### src/rtl/dirl_pkg.sv
// Package for the directory entry lookup block: entry kinds, byte offsets within
// a 32-byte directory entry and the register map. No dependencies.
`timescale 1ns / 1ps
`default_nettype none

package dirl_pkg;

  localparam int unsigned NameBytes = 11;

  // Byte offsets within one directory entry.
  localparam logic [4:0] OFF_LEAD       = 5'd0;
  localparam logic [4:0] OFF_ATTR       = 5'd11;
  localparam logic [4:0] OFF_CLUS_HI_LO = 5'd20;
  localparam logic [4:0] OFF_CLUS_HI_HI = 5'd21;
  localparam logic [4:0] OFF_CLUS_LO_LO = 5'd26;
  localparam logic [4:0] OFF_CLUS_LO_HI = 5'd27;
  localparam logic [4:0] OFF_SIZE_0     = 5'd28;
  localparam logic [4:0] OFF_SIZE_1     = 5'd29;
  localparam logic [4:0] OFF_SIZE_2     = 5'd30;
  localparam logic [4:0] OFF_LAST       = 5'd31;

  localparam logic [7:0] LEAD_END_OF_LIST = 8'h00;
  localparam logic [7:0] LEAD_DELETED     = 8'hE5;
  localparam logic [3:0] ATTR_LFN_NIBBLE  = 4'hF;
  localparam int unsigned AttrDirBit      = 4;

  // Configuration register indexes.
  localparam logic [1:0] REG_NAME_BASE  = 2'd0;
  localparam logic [1:0] REG_NAME_EXT   = 2'd1;
  localparam logic [1:0] REG_FAT32_MODE = 2'd2;

  typedef enum logic [2:0] {
    KIND_LONG_NAME   = 3'd0,
    KIND_DELETED     = 3'd1,
    KIND_END_OF_LIST = 3'd2,
    KIND_NO_MATCH    = 3'd3,
    KIND_FILE_MATCH  = 3'd4,
    KIND_DIR_MATCH   = 3'd5
  } entry_kind_e;

  typedef struct packed {
    entry_kind_e kind;
    logic [3:0]  slot;
    logic [7:0]  attributes;
    logic [31:0] start_cluster;
    logic [31:0] entry_size;
  } dirl_entry_t;

endpackage

`default_nettype wire

### src/rtl/dirl_collect.sv
// Byte collector and classifier for 32-byte directory entries.
// Depends on dirl_pkg for offsets, kinds and the entry result struct.
`timescale 1ns / 1ps
`default_nettype none

module dirl_collect #(
  parameter int unsigned ENTRIES_PER_SECTOR = 16
) (
  input  wire logic               clk_i,
  input  wire logic               rst_ni,
  input  wire logic               byte_take_i,
  input  wire logic [7:0]         byte_i,
  input  wire logic [63:0]        name_base_i,
  input  wire logic [23:0]        name_ext_i,
  input  wire logic               fat32_mode_i,
  output logic                    last_byte_o,
  output logic                    done_o,
  output dirl_pkg::dirl_entry_t   entry_o
);
  import dirl_pkg::*;

  localparam int unsigned SlotW = $clog2(ENTRIES_PER_SECTOR);

  logic [4:0]       off_q;
  logic [SlotW-1:0] slot_q;
  logic             mismatch_q;
  logic [7:0]       lead_q;
  logic [7:0]       attr_q;
  logic [15:0]      clus_hi_q;
  logic [15:0]      clus_lo_q;
  logic [23:0]      size_q;

  logic [7:0]       tgt [16];
  logic [7:0]       tgt_byte;
  logic             diff;
  logic [SlotW+3:0] slot_ext;
  logic [31:0]      cluster;
  entry_kind_e      kind;

  // Target name laid out by entry offset; offsets past the name read as zero.
  always_comb begin
    for (int k = 0; k < 16; k++) begin
      tgt[k] = 8'h00;
    end
    for (int k = 0; k < 8; k++) begin
      tgt[k] = name_base_i[8*k +: 8];
    end
    for (int k = 0; k < 3; k++) begin
      tgt[8+k] = name_ext_i[8*k +: 8];
    end
  end

  assign tgt_byte    = tgt[off_q[3:0]];
  assign diff        = (byte_i != tgt_byte);
  assign last_byte_o = (off_q == OFF_LAST);
  assign done_o      = byte_take_i && last_byte_o;

  always_ff @(posedge clk_i or negedge rst_ni) begin
    if (!rst_ni) begin
      off_q      <= '0;
      slot_q     <= '0;
      mismatch_q <= 1'b0;
      lead_q     <= '0;
      attr_q     <= '0;
      clus_hi_q  <= '0;
      clus_lo_q  <= '0;
      size_q     <= '0;
    end else if (byte_take_i) begin
      off_q <= off_q + 5'd1;
      if (off_q < 5'(NameBytes)) begin
        if (off_q == OFF_LEAD) begin
          lead_q     <= byte_i;
          mismatch_q <= diff;
        end else begin
          mismatch_q <= mismatch_q | diff;
        end
      end
      case (off_q)
        OFF_ATTR:       attr_q          <= byte_i;
        OFF_CLUS_HI_LO: clus_hi_q[7:0]  <= byte_i;
        OFF_CLUS_HI_HI: clus_hi_q[15:8] <= byte_i;
        OFF_CLUS_LO_LO: clus_lo_q[7:0]  <= byte_i;
        OFF_CLUS_LO_HI: clus_lo_q[15:8] <= byte_i;
        OFF_SIZE_0:     size_q[7:0]     <= byte_i;
        OFF_SIZE_1:     size_q[15:8]    <= byte_i;
        OFF_SIZE_2:     size_q[23:16]   <= byte_i;
        default: ;
      endcase
      if (last_byte_o) begin
        if (slot_q == SlotW'(ENTRIES_PER_SECTOR - 1)) begin
          slot_q <= '0;
        end else begin
          slot_q <= slot_q + SlotW'(1);
        end
      end
    end
  end

  // The long-name test takes priority over the lead byte checks.
  always_comb begin
    if (attr_q[3:0] == ATTR_LFN_NIBBLE) begin
      kind = KIND_LONG_NAME;
    end else if (lead_q == LEAD_END_OF_LIST) begin
      kind = KIND_END_OF_LIST;
    end else if (lead_q == LEAD_DELETED) begin
      kind = KIND_DELETED;
    end else if (mismatch_q) begin
      kind = KIND_NO_MATCH;
    end else if (attr_q[AttrDirBit]) begin
      kind = KIND_DIR_MATCH;
    end else begin
      kind = KIND_FILE_MATCH;
    end
  end

  assign slot_ext = (SlotW + 4)'(slot_q);
  assign cluster  = {(fat32_mode_i ? clus_hi_q : 16'h0000), clus_lo_q};

  // The last size byte is the one arriving now, so it comes straight from the input.
  assign entry_o = '{
    kind:          kind,
    slot:          slot_ext[3:0],
    attributes:    attr_q,
    start_cluster: cluster,
    entry_size:    {byte_i, size_q}
  };

endmodule

`default_nettype wire

### src/rtl/directory_entry_lookup_core.sv
// Top level of the directory entry lookup block: configuration registers,
// the entry collector and the result register. Depends on dirl_pkg and dirl_collect.
`timescale 1ns / 1ps
`default_nettype none

// Directory sector bytes enter one per cycle on the entry_byte request channel.
// The 32nd byte of every entry yields one classification request on the output
// channel, loaded into a single result register and offered from the cycle after
// that byte is taken. A pending result only holds back the final byte of the next
// entry, so the input keeps streaming at one byte per cycle unless the output
// stays stalled for a whole entry. Configuration writes take effect at the next
// clock edge and should be made while no entry is half collected.
module directory_entry_lookup_core #(
  parameter int unsigned ENTRIES_PER_SECTOR = 16
) (
  input  wire logic        clk_i,
  input  wire logic        rst_ni,
  input  wire logic        cfg_we_i,
  input  wire logic [1:0]  cfg_index_i,
  input  wire logic [63:0] cfg_data_i,
  input  wire logic        in_valid_i,
  output logic             in_ready_o,
  input  wire logic [7:0]  entry_byte_i,
  output logic             out_valid_o,
  input  wire logic        out_ready_i,
  output logic [2:0]       entry_kind_o,
  output logic [3:0]       entry_slot_o,
  output logic [7:0]       entry_attributes_o,
  output logic [31:0]      start_cluster_o,
  output logic [31:0]      entry_size_o
);
  import dirl_pkg::*;

  logic [63:0] name_base_q;
  logic [23:0] name_ext_q;
  logic        fat32_q;
  logic        out_valid_q;
  dirl_entry_t out_q;
  logic        last_byte;
  logic        done;
  logic        take;
  dirl_entry_t entry;

  always_ff @(posedge clk_i or negedge rst_ni) begin
    if (!rst_ni) begin
      name_base_q <= '0;
      name_ext_q  <= '0;
      fat32_q     <= 1'b0;
    end else if (cfg_we_i) begin
      case (cfg_index_i)
        REG_NAME_BASE:  name_base_q <= cfg_data_i;
        REG_NAME_EXT:   name_ext_q  <= cfg_data_i[23:0];
        REG_FAT32_MODE: fat32_q     <= cfg_data_i[0];
        default: ;
      endcase
    end
  end

  assign in_ready_o = !last_byte || !out_valid_q || out_ready_i;
  assign take       = in_valid_i && in_ready_o;

  dirl_collect #(
    .ENTRIES_PER_SECTOR(ENTRIES_PER_SECTOR)
  ) u_collect (
    .clk_i       (clk_i),
    .rst_ni      (rst_ni),
    .byte_take_i (take),
    .byte_i      (entry_byte_i),
    .name_base_i (name_base_q),
    .name_ext_i  (name_ext_q),
    .fat32_mode_i(fat32_q),
    .last_byte_o (last_byte),
    .done_o      (done),
    .entry_o     (entry)
  );

  always_ff @(posedge clk_i or negedge rst_ni) begin
    if (!rst_ni) begin
      out_valid_q <= 1'b0;
    end else if (done) begin
      out_valid_q <= 1'b1;
    end else if (out_ready_i) begin
      out_valid_q <= 1'b0;
    end
  end

  always_ff @(posedge clk_i or negedge rst_ni) begin
    if (!rst_ni) begin
      out_q <= '0;
    end else if (done) begin
      out_q <= entry;
    end
  end

  assign out_valid_o        = out_valid_q;
  assign entry_kind_o       = out_q.kind;
  assign entry_slot_o       = out_q.slot;
  assign entry_attributes_o = out_q.attributes;
  assign start_cluster_o    = out_q.start_cluster;
  assign entry_size_o       = out_q.entry_size;

endmodule

`default_nettype wire

### config.mk
export PLATFORM = sky130hd
export DESIGN_NAME = directory_entry_lookup_core
export DESIGN_NICKNAME = d
export VERILOG_FILES = /design/src/rtl/dirl_pkg.sv /design/src/rtl/dirl_collect.sv /design/src/rtl/directory_entry_lookup_core.sv
export SDC_FILE = /design/constraint.sdc
export NUM_CORES = 1
export LEC_CHECK = 0
export BUFFER_PORTS_ARGS = -buffer_cell sky130_fd_sc_hd__buf_2
export CAP_MARGIN = 20
export CELL_PAD_IN_SITES_DETAIL_PLACEMENT = 1
export CELL_PAD_IN_SITES_GLOBAL_PLACEMENT = 1
export CORE_ASPECT_RATIO = 0.5
export CORE_UTILIZATION = 30
export CTS_BUF_LIST = sky130_fd_sc_hd__clkbuf_8
export DETAILED_ROUTE_END_ITERATION = 16
export GPL_TIMING_DRIVEN = 1
export PLACE_DENSITY = 0.64
export SETUP_SLACK_MARGIN = 0.4
export SYNTH_ARGS = -nofsm -noshare
export SYNTH_HDL_FRONTEND = slang
export SYNTH_HIERARCHICAL = 1
export SYNTH_SLANG_ARGS = --single-unit
export TNS_END_PERCENT = 1
### constraint.sdc
create_clock -name clk_i -period 3.75 [get_ports clk_i]
set_input_delay 0.9375 -clock clk_i [delete_from_list [all_inputs] [get_ports clk_i]]
set_output_delay 0.9375 -clock clk_i [all_outputs]
set_load 0.02 [all_outputs]
==> results.md <==
* Initial Util at 0.310
* Flop and latch count out of synthesis at 251
* Postcts setup bufs at 0
* I/O Pins at 160
* Yosys warns at 6
* Int Power at ~0.0057 W
* Max Fanout on Critical Path at 32
* GRT overflow at 0
* Min-delay worst type: input pin to asynchronous set/reset pin
* Synth-to-layout area growth at 17.6%
* WP data arrival at 3450 ps
* Port Buf Inserts at 159
* CTS tree: built
* Layout Skew at between 20 and 25 ps
* Synthesized cell area at ~11000 µm²
* Hold Fails Final Rpt at 0
* Maximum capacitance violations at 0
* Vias in the first global route at 7199
* Estimated wirelength of the detail-placed design at 18000 µm
* Worst VDD drop at around 0.23 mV
* Number of enable flip-flop cells after synthesis at 0
* Crit Path Class: flop to flop
* Setup violators final at 0
* Mean Syn Cell Area at 15.1 µm²
* Power per cell area at 648 nW/µm²
* Netlist cell types at 51
* Crit end category: flop
* Core footprint at 35100 µm²
* Fill cells at 3722
* Min Tclk post-route at 3020 ps
* Synth Instances at 720
* DIE WIDTH at between 200 and 300 µm
* Share of post-route cells with drive strength above 1 at 0.538
* Leakage power at 6.26 nW
* Routed Antenna Nets at 0
* Slew HR at 0.476
* Gate power share at 0.276
* CTS sink count at about 250
* CP dominant cell by count: ha_1
* TNS Setup at 0 ps
* Die area at 37100 µm²
* FMAX at 331 MHz
* # rows at 48
* Initial antenna violation count at 0
* Max incr delay on CP at approximately 530 ps
* DRT iter0 DRCs at 244
* Final Wtd Congestion at roughly 0.73
* Main synth FF type: dfrtp_1
* CTS resizes at 0
* Clock network fraction of total power at 0.274
* Post-route cell area at approximately 13000 µm²
* WL final at around 27000 µm
* RSZ-0062 raised after global routing: false
* Worst path required time at 4180 ps
* Clock Tree Root: clkbuf_8
* CP Launch Type: flop
* DR pass1 iterations at 4
* Asr flop ratio synth at 1.00
* DRC viols at 0
* TritonCTS Buffers at slightly above 40
* Final worst-path cycle share at 0.806
* Die Y-Extent at 137 µm
* Switching Fraction at 0.314
* CP Cell Sequence: ha_1, and3_1, ha_1, nand3b_1, and2_1, nand2_1, clkinv_2, buf_4, mux2_2
* Slowest CP cell: dfrtp_2
* Reg clk slew, reported paths at roughly 60 ps
* Global-route wire length before repair at around 42000 µm
* Part of the power in registers at 0.450
* WL/cell at 19.0 µm
* Hold_buf cts at 0
* Drt via density at 4.59
* Outcome: finished clean
* H-tree depth at 2
* Fraction of the yosys area taken by sequential cells at 0.576
* FF-to-FF setup slack at 730 ps
* Final net count at 973
* Syn nets at ~810
* Leading cell types in the layout, fill and taps excluded: mux2_2, dfrtp_1, buf_2
* Global Route Usage Sum at 0.146
* Fin. max-slew vios at 0
* Slew @ Worst Pin at 786 ps
* Post-DP Area at 12000 µm²
* Via count at 6391
* Psw at between 0.002 and 0.003 W
* Largest net degree at the start of global routing at 100
* Max clock buf depth at 3
* Skew-Pair Late Insertion Delay at 560 ps
==> final timing paths <==
kind | startpoint | to | cells past startpoint
max in group asynchronous | rst_ni | entry_size_o[12] | 2
min in group clk_i | u_collect/size_q[23] | entry_size_o[23] | 1
worst max-delay path | u_collect/off_q[0] | entry_size_o[28] | 9
worst min register to register | u_collect/size_q[23] | entry_size_o[23] | 1
worst min-delay path | rst_ni | name_ext_q[4] | 1
worst max register to register | u_collect/off_q[0] | entry_size_o[28] | 9
==> cell usage after synthesis (6+ instances only) <==
library cell  number  share of area
buf_2             10         0.0046
xnor2_1           11         0.0088
mux2_2           250           0.26
nor2_1            12         0.0041
clkbuf_1           8         0.0028
ha_1               6         0.0069
buf_6              6         0.0062
xor2_1             6         0.0048
nand2_1           22         0.0076
and2_1            18          0.010
mux2i_1           10         0.0092
buf_12             7          0.013
dfrtp_1          251           0.58
buf_4             10         0.0069
o22ai_1            6         0.0034
==> kinds of logic after synthesis <==
logic type / count (synthesis) / synth area share
muxes: 275 / 0.297
DFF: 251 / 0.576
and+or+nand+nor: 86 / 0.0440
buffers and inverters: 50 / 0.0395
AOI/OAI and AO/OA: 35 / 0.0230
xor gates and xnor gates: 17 / 0.0137
adders and majority gates: 6 / 0.00689
==> metal layers <==
layer	vias to the layer above	global-route usage	wire, µm
met3	35	0.0293	813
met5	-	0	0
met4	0	0.0474	520
met1	3372	0.182	11300
met2	75	0.257	13900
li1	2909	-	-
==> final cells by class <==
type	count	area (µm²)	area share
flip-flops and latches	251	6280	0.490
multi-input cells	419	4190	0.327
repair buffers	171	946	0.0738
clock buffers	50	688	0.0537
well taps	475	594	0.0464
clock inverters	21	95.1	0.00742
inverters	4	16.3	0.00127
diodes	2	5.00	0.000390
==> critical path, delay by kind of cell, from the launching register on <==
| kind | cells | cell delay [ps] |
|---|---|---|
| fa+ha+maj | 2 | 480 |
| simple gates | 4 | 960 |
| mux | 1 | 400 |
| flops | 1 | 530 |
| buf+inv | 2 | 510 |
==> through the flow <==
stage,power [W],utilization,instances,hold slack [ps],setup WS (ps)
after floorplan,0.00541,-,720,461,894
after global placement,0.00602,0.342,1320,480,820
after detailed placement,0.00612,0.342,1320,487,744
after CTS,0.00846,0.365,1391,439,718
after global routing,0.00883,0.365,1391,469,466
final,0.00831,0.365,1393,429,726
==> flip-flops by register name, indices dropped and copies added (netlist names) <==
register              flops
name_base_q              64
entry_size_o             32
start_cluster_o          32
name_ext_q               24
u_collect/size_q         24
u_collect/clus_hi_q      16
u_collect/clus_lo_q      16
entry_attributes_o        8
u_collect/attr_q          8
u_collect/lead_q          8
u_collect/off_q           5
entry_slot_o              4
u_collect/slot_q          4
entry_kind_o              3
fat32_q                   1
out_valid_o               1
u_collect/mismatch_q      1
==> power groups by stage <==
stage          sequential, W  combinational, W  clock, W
2_1_floorplan        0.00380           0.00160         0
3_3_place_gp         0.00376           0.00226         0
3_5_place_dp         0.00380           0.00232         0
4_1_cts              0.00375           0.00233   0.00237
5_1_grt              0.00383           0.00251   0.00249
6_report             0.00374           0.00229   0.00228
No activity file was read; power rests on OpenSTA's default activity.
